<file path="src/design/dwfp_pkg.sv">
// Shared types and constants for the depth-weighted fair price unit.
// No dependencies; every other file of the block refers to this package by scope.
`default_nettype none

package dwfp_pkg;

    // Configuration port
    localparam int PDATA_W = 32;
    localparam int PADDR_W = 3;
    localparam logic REG_DECAY  = 1'b0;
    localparam logic REG_LEVELS = 1'b1;

    // Register fields and their values after reset
    localparam int DECAY_W  = 17;
    localparam int LEVELS_W = 7;
    localparam logic [DECAY_W-1:0]  DECAY_RESET  = 17'h08000;
    localparam logic [LEVELS_W-1:0] LEVELS_RESET = 7'd5;

    // Level weight in Q1.16
    localparam int WEIGHT_W = 17;
    localparam int FRAC_W   = 16;
    localparam logic [WEIGHT_W-1:0] ONE_Q16 = 17'h10000;

    // Weighted quantity keeps this many fraction bits less than the raw product
    localparam int WQ_SHIFT = 8;

    // Accumulators and result
    localparam int NUM_W     = 64;
    localparam int DEN_W     = 48;
    localparam int FAIR_W    = 32;
    localparam int QUO_W     = 32;
    localparam int FIX_SHIFT = 8;
    localparam int STEP_W    = 5;

    // Queue between the front and back parts
    localparam int QUEUE_DEPTH = 4;
    localparam int QPTR_W      = 2;

    typedef struct packed {
        logic fold;   // level lies within the folded depth of its side
        logic last;   // final level of a book update
    } item_ctl_t;

    typedef struct packed {
        logic done;   // one-cycle pulse when the quotient is ready
        logic ovf;    // quotient does not fit the result field
    } div_stat_t;

endpackage

`default_nettype wire

</file>
<file path="src/design/dwfp_front.sv">
// Front part: accepts levels, tracks side and depth, and assigns each level its weight.
// Depends on dwfp_pkg; feeds dwfp_queue.
`default_nettype none

module dwfp_front #(
    parameter int MAX_LEVELS = 64,
    parameter int PRICE_BITS = 24,
    parameter int QTY_BITS   = 24,
    parameter int ENTRY_W    = 67
) (
    input  wire logic                          clk,
    input  wire logic                          rst_n,
    input  wire logic                          item_valid,
    output logic                               item_stall,
    input  wire logic                          book_side,
    input  wire logic [PRICE_BITS-1:0]         level_price,
    input  wire logic [QTY_BITS-1:0]           level_qty,
    input  wire logic                          last_level,
    input  wire logic [dwfp_pkg::DECAY_W-1:0]  decay,
    input  wire logic [dwfp_pkg::LEVELS_W-1:0] levels_per_side,
    input  wire logic                          queue_full,
    output logic                               push,
    output logic [ENTRY_W-1:0]                 push_data
);

    localparam int LIM_MAX = (MAX_LEVELS < 127) ? MAX_LEVELS : 127;
    localparam int CNT_W   = $clog2(LIM_MAX + 1);
    localparam int MUL_W   = 2 * dwfp_pkg::WEIGHT_W;

    logic                              side_reg;
    logic                              started_reg;
    logic [CNT_W-1:0]                  count_reg;
    logic [CNT_W-1:0]                  count_next;
    logic [dwfp_pkg::WEIGHT_W-1:0]     weight_reg;
    logic [dwfp_pkg::WEIGHT_W-1:0]     weight_next;

    logic                              accept;
    logic                              restart;
    logic [CNT_W-1:0]                  count_use;
    logic [dwfp_pkg::WEIGHT_W-1:0]     weight_use;
    logic [dwfp_pkg::LEVELS_W-1:0]     limit;
    logic [dwfp_pkg::DECAY_W-1:0]      decay_eff;
    logic [MUL_W-1:0]                  decay_prod;
    dwfp_pkg::item_ctl_t               ctl;

    assign item_stall = queue_full;
    assign accept     = item_valid && !queue_full;

    // A new update or a change of side starts again at weight 1.0, depth 0.
    assign restart    = !started_reg || (book_side != side_reg);
    assign count_use  = restart ? '0 : count_reg;
    assign weight_use = restart ? dwfp_pkg::ONE_Q16 : weight_reg;

    assign limit = (levels_per_side > dwfp_pkg::LEVELS_W'(LIM_MAX))
                 ? dwfp_pkg::LEVELS_W'(LIM_MAX) : levels_per_side;
    assign decay_eff = (decay > dwfp_pkg::ONE_Q16) ? dwfp_pkg::ONE_Q16 : decay;

    assign ctl.fold = dwfp_pkg::LEVELS_W'(count_use) < limit;
    assign ctl.last = last_level;

    assign decay_prod = MUL_W'(weight_use) * MUL_W'(decay_eff);

    always_comb
    begin
        if (ctl.fold)
        begin
            count_next  = count_use + CNT_W'(1);
            weight_next = decay_prod[dwfp_pkg::FRAC_W + dwfp_pkg::WEIGHT_W - 1:dwfp_pkg::FRAC_W];
        end
        else
        begin
            count_next  = count_use;
            weight_next = weight_use;
        end
    end

    // Levels beyond the folded depth that do not close the update have no effect.
    assign push      = accept && (ctl.fold || ctl.last);
    assign push_data = {level_price, level_qty, weight_use, ctl};

    always_ff @(posedge clk or negedge rst_n)
    begin
        if (!rst_n)
        begin
            side_reg    <= 1'b0;
            started_reg <= 1'b0;
            count_reg   <= '0;
            weight_reg  <= dwfp_pkg::ONE_Q16;
        end
        else if (accept)
        begin
            side_reg    <= book_side;
            started_reg <= !last_level;
            count_reg   <= count_next;
            weight_reg  <= weight_next;
        end
    end

endmodule

`default_nettype wire

</file>
<file path="src/design/dwfp_queue.sv">
// Short first-in first-out queue that decouples the front part from the back part.
// Depends on dwfp_pkg for its depth.
`default_nettype none

module dwfp_queue #(
    parameter int WIDTH = 67
) (
    input  wire logic             clk,
    input  wire logic             rst_n,
    input  wire logic             push,
    input  wire logic [WIDTH-1:0] push_data,
    input  wire logic             pop,
    output logic [WIDTH-1:0]      pop_data,
    output logic                  empty,
    output logic                  full
);

    logic [WIDTH-1:0]              entry_reg [dwfp_pkg::QUEUE_DEPTH];
    logic [dwfp_pkg::QPTR_W-1:0]   wr_ptr_reg;
    logic [dwfp_pkg::QPTR_W-1:0]   rd_ptr_reg;
    logic [dwfp_pkg::QPTR_W:0]     count_reg;
    logic [dwfp_pkg::QPTR_W:0]     count_next;

    assign empty    = (count_reg == '0);
    assign full     = (count_reg == (dwfp_pkg::QPTR_W + 1)'(dwfp_pkg::QUEUE_DEPTH));
    assign pop_data = entry_reg[rd_ptr_reg];

    always_comb
    begin
        count_next = count_reg;
        if (push && !pop)
        begin
            count_next = count_reg + 1'b1;
        end
        else if (pop && !push)
        begin
            count_next = count_reg - 1'b1;
        end
    end

    always_ff @(posedge clk or negedge rst_n)
    begin
        if (!rst_n)
        begin
            wr_ptr_reg <= '0;
            rd_ptr_reg <= '0;
            count_reg  <= '0;
        end
        else
        begin
            if (push)
            begin
                wr_ptr_reg <= wr_ptr_reg + 1'b1;
            end
            if (pop)
            begin
                rd_ptr_reg <= rd_ptr_reg + 1'b1;
            end
            count_reg <= count_next;
        end
    end

    always_ff @(posedge clk)
    begin
        if (push)
        begin
            entry_reg[wr_ptr_reg] <= push_data;
        end
    end

endmodule

`default_nettype wire

</file>
<file path="src/design/dwfp_div.sv">
// Bit-serial restoring divider producing (num * 256) / den, one quotient bit a cycle.
// Depends on dwfp_pkg; used by dwfp_back.
`default_nettype none

module dwfp_div (
    input  wire logic                        clk,
    input  wire logic                        rst_n,
    input  wire logic                        start,
    input  wire logic [dwfp_pkg::NUM_W-1:0]  num,
    input  wire logic [dwfp_pkg::DEN_W-1:0]  den,
    output dwfp_pkg::div_stat_t              stat,
    output logic [dwfp_pkg::QUO_W-1:0]       quotient
);

    localparam int LOW_W = dwfp_pkg::QUO_W - dwfp_pkg::FIX_SHIFT;
    localparam int CMP_W = dwfp_pkg::NUM_W + dwfp_pkg::FIX_SHIFT;

    typedef enum logic [1:0] {
        D_IDLE = 2'b01,
        D_RUN  = 2'b10
    } div_state_t;

    div_state_t                      state_reg;
    div_state_t                      state_next;
    logic [dwfp_pkg::STEP_W-1:0]     step_reg;
    logic                            done_reg;
    logic                            ovf_reg;
    logic [dwfp_pkg::DEN_W-1:0]      rem_reg;
    logic [dwfp_pkg::DEN_W-1:0]      den_reg;
    logic [dwfp_pkg::QUO_W-1:0]      shf_reg;

    logic [dwfp_pkg::DEN_W+1:0]      diff;
    logic                            pass;
    logic                            last_step;

    // The quotient overflows 32 bits exactly when num >= den * 2^24.
    logic                            ovf_next;
    assign ovf_next = {{dwfp_pkg::FIX_SHIFT{1'b0}}, num} >= CMP_W'({den, {LOW_W{1'b0}}});

    assign diff = {1'b0, rem_reg, shf_reg[dwfp_pkg::QUO_W-1]} - {2'b00, den_reg};
    assign pass = !diff[dwfp_pkg::DEN_W+1];
    assign last_step = (step_reg == dwfp_pkg::STEP_W'(dwfp_pkg::QUO_W - 1));

    assign stat.done = done_reg;
    assign stat.ovf  = ovf_reg;
    assign quotient  = shf_reg;

    always_comb
    begin
        state_next = state_reg;
        case (state_reg)
            D_IDLE:
            begin
                if (start)
                begin
                    state_next = D_RUN;
                end
            end
            D_RUN:
            begin
                if (ovf_reg || last_step)
                begin
                    state_next = D_IDLE;
                end
            end
            default:
            begin
                state_next = D_IDLE;
            end
        endcase
    end

    always_ff @(posedge clk or negedge rst_n)
    begin
        if (!rst_n)
        begin
            state_reg <= D_IDLE;
            step_reg  <= '0;
            done_reg  <= 1'b0;
        end
        else
        begin
            state_reg <= state_next;
            done_reg  <= (state_reg == D_RUN) && (ovf_reg || last_step);
            if (state_reg == D_IDLE)
            begin
                step_reg <= '0;
            end
            else
            begin
                step_reg <= step_reg + 1'b1;
            end
        end
    end

    always_ff @(posedge clk)
    begin
        if ((state_reg == D_IDLE) && start)
        begin
            // Start with the dividend's upper bits; they are below den when there is no overflow.
            rem_reg <= dwfp_pkg::DEN_W'(num[dwfp_pkg::NUM_W-1:LOW_W]);
            shf_reg <= {num[LOW_W-1:0], {dwfp_pkg::FIX_SHIFT{1'b0}}};
            den_reg <= den;
            ovf_reg <= ovf_next;
        end
        else if ((state_reg == D_RUN) && !ovf_reg)
        begin
            rem_reg <= pass ? diff[dwfp_pkg::DEN_W-1:0]
                            : {rem_reg[dwfp_pkg::DEN_W-2:0], shf_reg[dwfp_pkg::QUO_W-1]};
            shf_reg <= {shf_reg[dwfp_pkg::QUO_W-2:0], pass};
        end
    end

endmodule

`default_nettype wire

</file>
<file path="src/design/dwfp_back.sv">
// Back part: weighs each queued level, accumulates the sums and produces the result word.
// Depends on dwfp_pkg and dwfp_div; reads from dwfp_queue.
`default_nettype none

module dwfp_back #(
    parameter int PRICE_BITS = 24,
    parameter int QTY_BITS   = 24,
    parameter int ENTRY_W    = 67
) (
    input  wire logic                        clk,
    input  wire logic                        rst_n,
    input  wire logic                        queue_empty,
    input  wire logic [ENTRY_W-1:0]          pop_data,
    output logic                             pop,
    output logic                             result_valid,
    input  wire logic                        result_stall,
    output logic [dwfp_pkg::FAIR_W-1:0]      fair_price,
    output logic                             fresh
);

    localparam int CTL_W  = $bits(dwfp_pkg::item_ctl_t);
    localparam int RAW_W  = QTY_BITS + dwfp_pkg::WEIGHT_W;
    localparam int WQ_W   = RAW_W - dwfp_pkg::WQ_SHIFT;
    localparam int LO_W   = (WQ_W + 1) / 2;
    localparam int HI_W   = WQ_W - LO_W;
    localparam int PLO_W  = LO_W + PRICE_BITS;
    localparam int PHI_W  = HI_W + PRICE_BITS;
    localparam int PROD_W = WQ_W + PRICE_BITS;
    localparam int PE_W   = (PROD_W > dwfp_pkg::NUM_W) ? PROD_W : dwfp_pkg::NUM_W + 1;

    typedef enum logic [7:0] {
        B_IDLE = 8'b00000001,
        B_MLO  = 8'b00000010,
        B_MHI  = 8'b00000100,
        B_ACC  = 8'b00001000,
        B_NUM  = 8'b00010000,
        B_LAST = 8'b00100000,
        B_DIV  = 8'b01000000,
        B_OUT  = 8'b10000000
    } back_state_t;

    back_state_t                      state_reg;
    back_state_t                      state_next;
    logic                             last_reg;
    logic                             pend_fresh_reg;
    logic [dwfp_pkg::NUM_W-1:0]       num_reg;
    logic [dwfp_pkg::DEN_W-1:0]       den_reg;
    logic [dwfp_pkg::FAIR_W-1:0]      held_reg;
    logic                             result_valid_reg;
    logic [dwfp_pkg::FAIR_W-1:0]      fair_price_reg;
    logic                             fresh_reg;

    logic [PRICE_BITS-1:0]            price_reg;
    logic [WQ_W-1:0]                  wq_reg;
    logic [PLO_W-1:0]                 plo_reg;
    logic [PHI_W-1:0]                 phi_reg;
    logic [dwfp_pkg::NUM_W-1:0]       prod_reg;

    dwfp_pkg::item_ctl_t              pop_ctl;
    logic [dwfp_pkg::WEIGHT_W-1:0]    pop_weight;
    logic [QTY_BITS-1:0]              pop_qty;
    logic [PRICE_BITS-1:0]            pop_price;
    logic [RAW_W-1:0]                 raw_prod;
    logic [PROD_W-1:0]                prod_full;
    logic [PE_W-1:0]                  prod_ext;
    logic [dwfp_pkg::NUM_W-1:0]       prod_next;
    logic [dwfp_pkg::DEN_W:0]         den_sum;
    logic [dwfp_pkg::DEN_W-1:0]       den_next;
    logic [dwfp_pkg::NUM_W:0]         num_sum;
    logic [dwfp_pkg::NUM_W-1:0]       num_next;
    logic                             out_free;
    logic                             div_start;
    dwfp_pkg::div_stat_t              div_stat;
    logic [dwfp_pkg::QUO_W-1:0]       div_quo;

    assign pop_ctl    = dwfp_pkg::item_ctl_t'(pop_data[CTL_W-1:0]);
    assign pop_weight = pop_data[CTL_W +: dwfp_pkg::WEIGHT_W];
    assign pop_qty    = pop_data[CTL_W + dwfp_pkg::WEIGHT_W +: QTY_BITS];
    assign pop_price  = pop_data[CTL_W + dwfp_pkg::WEIGHT_W + QTY_BITS +: PRICE_BITS];

    assign pop = (state_reg == B_IDLE) && !queue_empty;

    // Weighted quantity: the raw product has 16 fraction bits, of which wq keeps 8.
    assign raw_prod = RAW_W'(pop_weight) * RAW_W'(pop_qty);

    // The wide product wq * price is formed from two halves of wq.
    assign prod_full = (PROD_W'(phi_reg) << LO_W) + PROD_W'(plo_reg);
    assign prod_ext  = PE_W'(prod_full);
    assign prod_next = (|prod_ext[PE_W-1:dwfp_pkg::NUM_W]) ? '1 : prod_ext[dwfp_pkg::NUM_W-1:0];

    assign den_sum  = {1'b0, den_reg} + (dwfp_pkg::DEN_W + 1)'(wq_reg);
    assign den_next = den_sum[dwfp_pkg::DEN_W] ? '1 : den_sum[dwfp_pkg::DEN_W-1:0];
    assign num_sum  = {1'b0, num_reg} + {1'b0, prod_reg};
    assign num_next = num_sum[dwfp_pkg::NUM_W] ? '1 : num_sum[dwfp_pkg::NUM_W-1:0];

    assign out_free  = !result_valid_reg || !result_stall;
    assign div_start = (state_reg == B_LAST) && (den_reg != '0);

    dwfp_div u_div (
        .clk      (clk),
        .rst_n    (rst_n),
        .start    (div_start),
        .num      (num_reg),
        .den      (den_reg),
        .stat     (div_stat),
        .quotient (div_quo)
    );

    always_comb
    begin
        state_next = state_reg;
        case (state_reg)
            B_IDLE:
            begin
                if (pop)
                begin
                    if (pop_ctl.fold)
                    begin
                        state_next = B_MLO;
                    end
                    else if (pop_ctl.last)
                    begin
                        state_next = B_LAST;
                    end
                end
            end
            B_MLO:
            begin
                state_next = B_MHI;
            end
            B_MHI:
            begin
                state_next = B_ACC;
            end
            B_ACC:
            begin
                state_next = B_NUM;
            end
            B_NUM:
            begin
                state_next = last_reg ? B_LAST : B_IDLE;
            end
            B_LAST:
            begin
                state_next = (den_reg != '0) ? B_DIV : B_OUT;
            end
            B_DIV:
            begin
                if (div_stat.done)
                begin
                    state_next = B_OUT;
                end
            end
            B_OUT:
            begin
                if (out_free)
                begin
                    state_next = B_IDLE;
                end
            end
            default:
            begin
                state_next = B_IDLE;
            end
        endcase
    end

    always_ff @(posedge clk or negedge rst_n)
    begin
        if (!rst_n)
        begin
            state_reg        <= B_IDLE;
            last_reg         <= 1'b0;
            pend_fresh_reg   <= 1'b0;
            num_reg          <= '0;
            den_reg          <= '0;
            held_reg         <= '0;
            result_valid_reg <= 1'b0;
        end
        else
        begin
            state_reg <= state_next;
            if (pop)
            begin
                last_reg <= pop_ctl.last;
            end
            if (state_reg == B_ACC)
            begin
                den_reg <= den_next;
            end
            if (state_reg == B_NUM)
            begin
                num_reg <= num_next;
            end
            if (state_reg == B_LAST)
            begin
                pend_fresh_reg <= 1'b0;
            end
            if ((state_reg == B_DIV) && div_stat.done)
            begin
                held_reg       <= div_stat.ovf ? '1 : div_quo;
                pend_fresh_reg <= 1'b1;
            end
            if ((state_reg == B_OUT) && out_free)
            begin
                result_valid_reg <= 1'b1;
                num_reg          <= '0;
                den_reg          <= '0;
            end
            else if (!result_stall)
            begin
                result_valid_reg <= 1'b0;
            end
        end
    end

    always_ff @(posedge clk)
    begin
        if (pop)
        begin
            price_reg <= pop_price;
            wq_reg    <= raw_prod[RAW_W-1:dwfp_pkg::WQ_SHIFT];
        end
        if (state_reg == B_MLO)
        begin
            plo_reg <= PLO_W'(wq_reg[LO_W-1:0]) * PLO_W'(price_reg);
        end
        if (state_reg == B_MHI)
        begin
            phi_reg <= PHI_W'(wq_reg[WQ_W-1:LO_W]) * PHI_W'(price_reg);
        end
        if (state_reg == B_ACC)
        begin
            prod_reg <= prod_next;
        end
        if ((state_reg == B_OUT) && out_free)
        begin
            fair_price_reg <= held_reg;
            fresh_reg      <= pend_fresh_reg;
        end
    end

    assign result_valid = result_valid_reg;
    assign fair_price   = fair_price_reg;
    assign fresh        = fresh_reg;

endmodule

`default_nettype wire

</file>
<file path="src/design/depth_weighted_fair_price_unit.sv">
// Top level of the depth-weighted fair price unit: configuration registers and wiring.
// Depends on dwfp_pkg, dwfp_front, dwfp_queue, dwfp_div and dwfp_back.
//
//  Channel   Handshake                 Payload
//  -------   -----------------------   ------------------------------------------
//  item      item_valid / item_stall   book_side, level_price, level_qty, last_level
//  result    result_valid / result_stall  fair_price, fresh
//  config    APB psel/penable/pready   paddr, pwrite, pwdata, prdata
//
// The front part takes one level word per cycle while its four-entry queue has room.
// The back part pops a level only when idle; a level within the folded depth then passes
// B_MLO, B_MHI, B_ACC and B_NUM, a final level B_LAST, then B_DIV if its denominator is
// non-zero, where the bit-serial divider yields one quotient bit a cycle, and B_OUT.
// Reset clears all control state, the sums and the held price; the registers return
// to decay 0.5 and five levels a side. A stalled result word holds the back part only
// once it has the next result ready, and the front part goes on until the queue fills.
`default_nettype none

module depth_weighted_fair_price_unit #(
    parameter int MAX_LEVELS = 64,
    parameter int PRICE_BITS = 24,
    parameter int QTY_BITS   = 24
) (
    input  wire logic                          clk,
    input  wire logic                          rst_n,

    input  wire logic                          psel,
    input  wire logic                          penable,
    input  wire logic                          pwrite,
    input  wire logic [dwfp_pkg::PADDR_W-1:0]  paddr,
    input  wire logic [dwfp_pkg::PDATA_W-1:0]  pwdata,
    output logic [dwfp_pkg::PDATA_W-1:0]       prdata,
    output logic                               pready,

    input  wire logic                          item_valid,
    output logic                               item_stall,
    input  wire logic                          book_side,
    input  wire logic [PRICE_BITS-1:0]         level_price,
    input  wire logic [QTY_BITS-1:0]           level_qty,
    input  wire logic                          last_level,

    output logic                               result_valid,
    input  wire logic                          result_stall,
    output logic [dwfp_pkg::FAIR_W-1:0]        fair_price,
    output logic                               fresh
);

    // Each queue word carries price, quantity, the level's weight and two control bits.
    localparam int ENTRY_W = PRICE_BITS + QTY_BITS + dwfp_pkg::WEIGHT_W
                           + $bits(dwfp_pkg::item_ctl_t);

    logic [dwfp_pkg::DECAY_W-1:0]   decay_reg;
    logic [dwfp_pkg::LEVELS_W-1:0]  levels_reg;
    logic                           cfg_write;
    logic                           reg_sel;

    logic                           push;
    logic [ENTRY_W-1:0]             push_data;
    logic                           pop;
    logic [ENTRY_W-1:0]             pop_data;
    logic                           queue_empty;
    logic                           queue_full;

    // Registers are decoded on the word address bit alone; the port never waits.
    assign pready    = 1'b1;
    assign cfg_write = psel && penable && pwrite && pready;
    assign reg_sel   = paddr[dwfp_pkg::PADDR_W-1];

    always_comb
    begin
        case (reg_sel)
            dwfp_pkg::REG_DECAY:
            begin
                prdata = dwfp_pkg::PDATA_W'(decay_reg);
            end
            dwfp_pkg::REG_LEVELS:
            begin
                prdata = dwfp_pkg::PDATA_W'(levels_reg);
            end
            default:
            begin
                prdata = '0;
            end
        endcase
    end

    always_ff @(posedge clk or negedge rst_n)
    begin
        if (!rst_n)
        begin
            decay_reg  <= dwfp_pkg::DECAY_RESET;
            levels_reg <= dwfp_pkg::LEVELS_RESET;
        end
        else if (cfg_write)
        begin
            case (reg_sel)
                dwfp_pkg::REG_DECAY:
                begin
                    decay_reg <= pwdata[dwfp_pkg::DECAY_W-1:0];
                end
                dwfp_pkg::REG_LEVELS:
                begin
                    levels_reg <= pwdata[dwfp_pkg::LEVELS_W-1:0];
                end
                default:
                begin
                    decay_reg <= decay_reg;
                end
            endcase
        end
    end

    dwfp_front #(
        .MAX_LEVELS (MAX_LEVELS),
        .PRICE_BITS (PRICE_BITS),
        .QTY_BITS   (QTY_BITS),
        .ENTRY_W    (ENTRY_W)
    ) u_front (
        .clk             (clk),
        .rst_n           (rst_n),
        .item_valid      (item_valid),
        .item_stall      (item_stall),
        .book_side       (book_side),
        .level_price     (level_price),
        .level_qty       (level_qty),
        .last_level      (last_level),
        .decay           (decay_reg),
        .levels_per_side (levels_reg),
        .queue_full      (queue_full),
        .push            (push),
        .push_data       (push_data)
    );

    dwfp_queue #(
        .WIDTH (ENTRY_W)
    ) u_queue (
        .clk       (clk),
        .rst_n     (rst_n),
        .push      (push),
        .push_data (push_data),
        .pop       (pop),
        .pop_data  (pop_data),
        .empty     (queue_empty),
        .full      (queue_full)
    );

    dwfp_back #(
        .PRICE_BITS (PRICE_BITS),
        .QTY_BITS   (QTY_BITS),
        .ENTRY_W    (ENTRY_W)
    ) u_back (
        .clk          (clk),
        .rst_n        (rst_n),
        .queue_empty  (queue_empty),
        .pop_data     (pop_data),
        .pop          (pop),
        .result_valid (result_valid),
        .result_stall (result_stall),
        .fair_price   (fair_price),
        .fresh        (fresh)
    );

endmodule

`default_nettype wire

</file>
<file path="config.mk">
export PLATFORM = sky130hd
export DESIGN_NAME = depth_weighted_fair_price_unit
export DESIGN_NICKNAME = d
export VERILOG_FILES = /design/src/design/dwfp_pkg.sv /design/src/design/dwfp_front.sv /design/src/design/dwfp_queue.sv /design/src/design/dwfp_div.sv /design/src/design/dwfp_back.sv /design/src/design/depth_weighted_fair_price_unit.sv
export SDC_FILE = /design/constraint.sdc
export NUM_CORES = 2
export LEC_CHECK = 0
export ABC_AREA = 1
export BUFFER_PORTS_ARGS = -buffer_cell sky130_fd_sc_hd__buf_4
export CELL_PAD_IN_SITES_DETAIL_PLACEMENT = 0
export CELL_PAD_IN_SITES_GLOBAL_PLACEMENT = 1
export CORE_MARGIN = 4
export CORE_UTILIZATION = 50
export CTS_BUF_LIST = sky130_fd_sc_hd__clkbuf_8
export DETAILED_ROUTE_END_ITERATION = 12
export GPL_TIMING_DRIVEN = 0
export HOLD_SLACK_MARGIN = 0.02
export PLACE_DENSITY = 0.89
export REMOVE_ABC_BUFFERS = 1
export SYNTH_ARGS = -nofsm -noshare
export SYNTH_HDL_FRONTEND = slang
export SYNTH_SLANG_ARGS = --single-unit
</file>
<file path="constraint.sdc">
create_clock -name clk -period 9.2 [get_ports clk]
set_input_delay 2.76 -clock clk [delete_from_list [all_inputs] [get_ports clk]]
set_output_delay 2.76 -clock clk [all_outputs]
set_load 0.005 [all_outputs]
</file>
==> summary.txt <==
Timing
  • Clock period minus final worst setup slack: 8.83 ns
  • Slew @ Worst Pin: 1.49 ns
  • Setup violations, final: 0
  • Setup TNS Final: 0 ns
  • Period utilization: 96.0%
  • Final Hold Fails: 0
  • Skew final: 0.0741 ns
  • Fmax: 113 MHz
  • Worst setup margin: 0.371 ns
  • Max-slew headroom: 0.337%
  • RSZ-0062 raised after global routing: no
  • Pins Over Slew Limit: 0

Finish
  • Fraction of layout cells with a size suffix above 1: 4.77%
  • Most frequent cells in the layout: nand2_1 (3,816), inv_1 (2,823), fa_1 (1,188), nor2_1 (943), ha_1 (658)
  • Post-layout util: 55.0%
  • Filler cells: 18,100
  • Syn-to-layout area delta: 8.91%
  • Number of flip-flops in the largest register: 268
  • Commonest non-fill, non-tap cell in the layout: nand2_1
  • Net count, final: 14,500

Clock tree
  • CTS sink count: 845
  • Worst skew pair latency: 0.98 ns
  • H-tree Lvls: 4
  • Clock Pin Slew Worst Setup and Hold Paths: 0.06 ns
  • TritonCTS Buffers: 153
  • Clock buffer depth: 3
  • Hold Buf Count CTS: 0
  • TritonCTS clock tree: done
  • Root Buffer: clkbuf_8

Floorplanning
  • Row cnt: 161
  • Die area: 203,000 µm²
  • Initial Util: 50.5%
  • Core area: 193,000 µm²
  • I/O pin count: 160
  • Width of the die: 450 µm
  • Die H: 450 µm

Yosys
  • Synth cell types: 63
  • Predominant post-synthesis flop cell: edfxtp_1
  • Yosys Warn Count: 0
  • Cell Area, Synth: 97,700 µm²
  • Synth top area share: 24.3%
  • Avg Cell Area, Syn: 7.78 µm²
  • Seq/Total Area, Yosys: 24.7%
  • Post-synth EDFFs: 609
  • Yosys reg bits: 845
  • Largest area contributor in the netlist: fa_1
  • Share of flip-flops with an asynchronous set or reset: 26.0%
  • Synth top area cells: fa_1 (24%), edfxtp_1 (19%), nand2_1 (15%), inv_1 (11%), ha_1 (8.4%)
  • Cells after synthesis: 12,600

Run
  • Max capacitance violation total: 1

Global route
  • GR Overflow Total: 0
  • Tot GR Track Use: 29.7%
  • Largest net degree at the start of global routing: 102
  • Number of global-route vias before repair: 84,200
  • First-pass GRT wire length: 471,000 µm
  • Initial antenna violation count: 9

Drt
  • WL final: 300,000 µm
  • Final ANT Viol Nets: 0
  • Remaining DRCs: 0
  • Vias per Instance: 5.34
  • Iteration-0 DRC Markers: 6,229
  • Via count: 81,500
  • DR pass1 iterations: 8
  • DR WL/cell: 19.7 µm

Setup path
  • Top delay family on crit path: adder cells
  • Crit path DAT: 9.63 ns
  • Worst path slowest cell: fa_1
  • CP Class: in -> reg
  • CP max FO: 18
  • Critical Path End Type: register
  • Crit path top cell by count: fa_1
  • CP Launch Type: input pin
  • Crit-path max cell delay: 0.61 ns
  • Crit path required time: 10.00 ns
  • CP Buf/Inv Count: 7

Hold path
  • Hold Crit Class: reg -> reg

Outcome
  • Failing checks: capacitance limit
  • Status: finished with violations

Placement
  • Dpl hpwl: 245,000 µm
  • # port buffers: 126
  • Worst slack at placement: -1.58 ns
  • Placer Congestion: 0.970
synth_stat cells (all sizes together) (33+ instances only):
cell type and instances:
ha 658, a21oi 377, inv 2804, dfrtp 214, nand3 398, nand4 110, nor2 961, nand3b 33
a31oi 38, edfxtp 609, o21ai 382, xnor2 88, buf 148, nand2 3841, nor3 76, a32oi 40
fa 1188, xor2 127, clkbuf 243
area by class of cell:
class	instances	area [µm²]	area share, %
Clock buffer	161	2220	2.08
Multi-Input combinational cell	8524	61600	57.9
Timing Repair Buffer	262	3710	3.49
Inverter	2814	10600	9.99
Antenna cell	8	20.0	0.0188
Sequential cell	845	24100	22.7
Tap cell	2526	3160	2.97
Clock inverter	117	990	0.930
metal layers:
metal | routed length, µm | track usage, % | up-vias | share of wire, %
li1 | - | - | 38100 | -
met1 | 121000 | 37.9 | 39700 | 40
met2 | 145000 | 50.2 | 2937 | 48
met3 | 19700 | 4.32 | 668 | 6.6
met4 | 14700 | 13.4 | 4 | 4.9
met5 | 29 | 0 | - | 0.0097
timing repair:
item                                    CTS  global route
resized for setup                         4            24
endpoints found under the setup margin   17            26
cloned                                    0             0
setup buffers                             0            11
worst reg2reg max path, delay by kind of cell (launching register included):
family	cells	cell delay, ns
compound gates	3	1.50
flops	1	0.69
fa+ha+maj	7	3.38
simple gates	9	1.08
buf+inv	10	1.81
cells by family after synthesis:
logic type	Yosys count	share of synthesized area (%)
XOR/XNOR	215	1.93
buffers and inverters	3205	12.6
multiplexers	1	0.0115
adder cells (fa/ha/maj)	1846	32.8
AND/OR/NAND/NOR	5462	22.3
other	2	0.00769
flip-flops	845	24.7
AO/OA/AOI/OAI	984	5.70
path summary, 6_finish.rpt:
check                                              end  depth (start not counted)             startpoint  slack (ns)
worst min-delay path                u_back.prod_reg[0]                          0      u_back.plo_reg[0]        0.41
max in group asynchronous       u_front.weight_reg[11]                          2                  rst_n        6.54
min in group asynchronous          u_back.held_reg[21]                          1                  rst_n        1.68
worst max register to register       u_back.wq_reg[19]                         29  u_queue.rd_ptr_reg[0]        0.48
worst min register to register      u_back.prod_reg[0]                          0      u_back.plo_reg[0]        0.41
worst max-delay path            u_front.weight_reg[10]                         26              book_side        0.37
through the flow:
stage	hold slack, ns	instance area (µm²)	instances
final	0.406	106000	15300
after global routing	0.394	106000	15300
after CTS	0.396	106000	15200
after detailed placement	0.410	103000	15000
after global placement	0.406	100000	14800
after floorplan	0.400	96000	12200
Power is left out: the tool's default activity adds up to more than one toggle a clock period on the data nets, which glitch-free logic cannot reach.
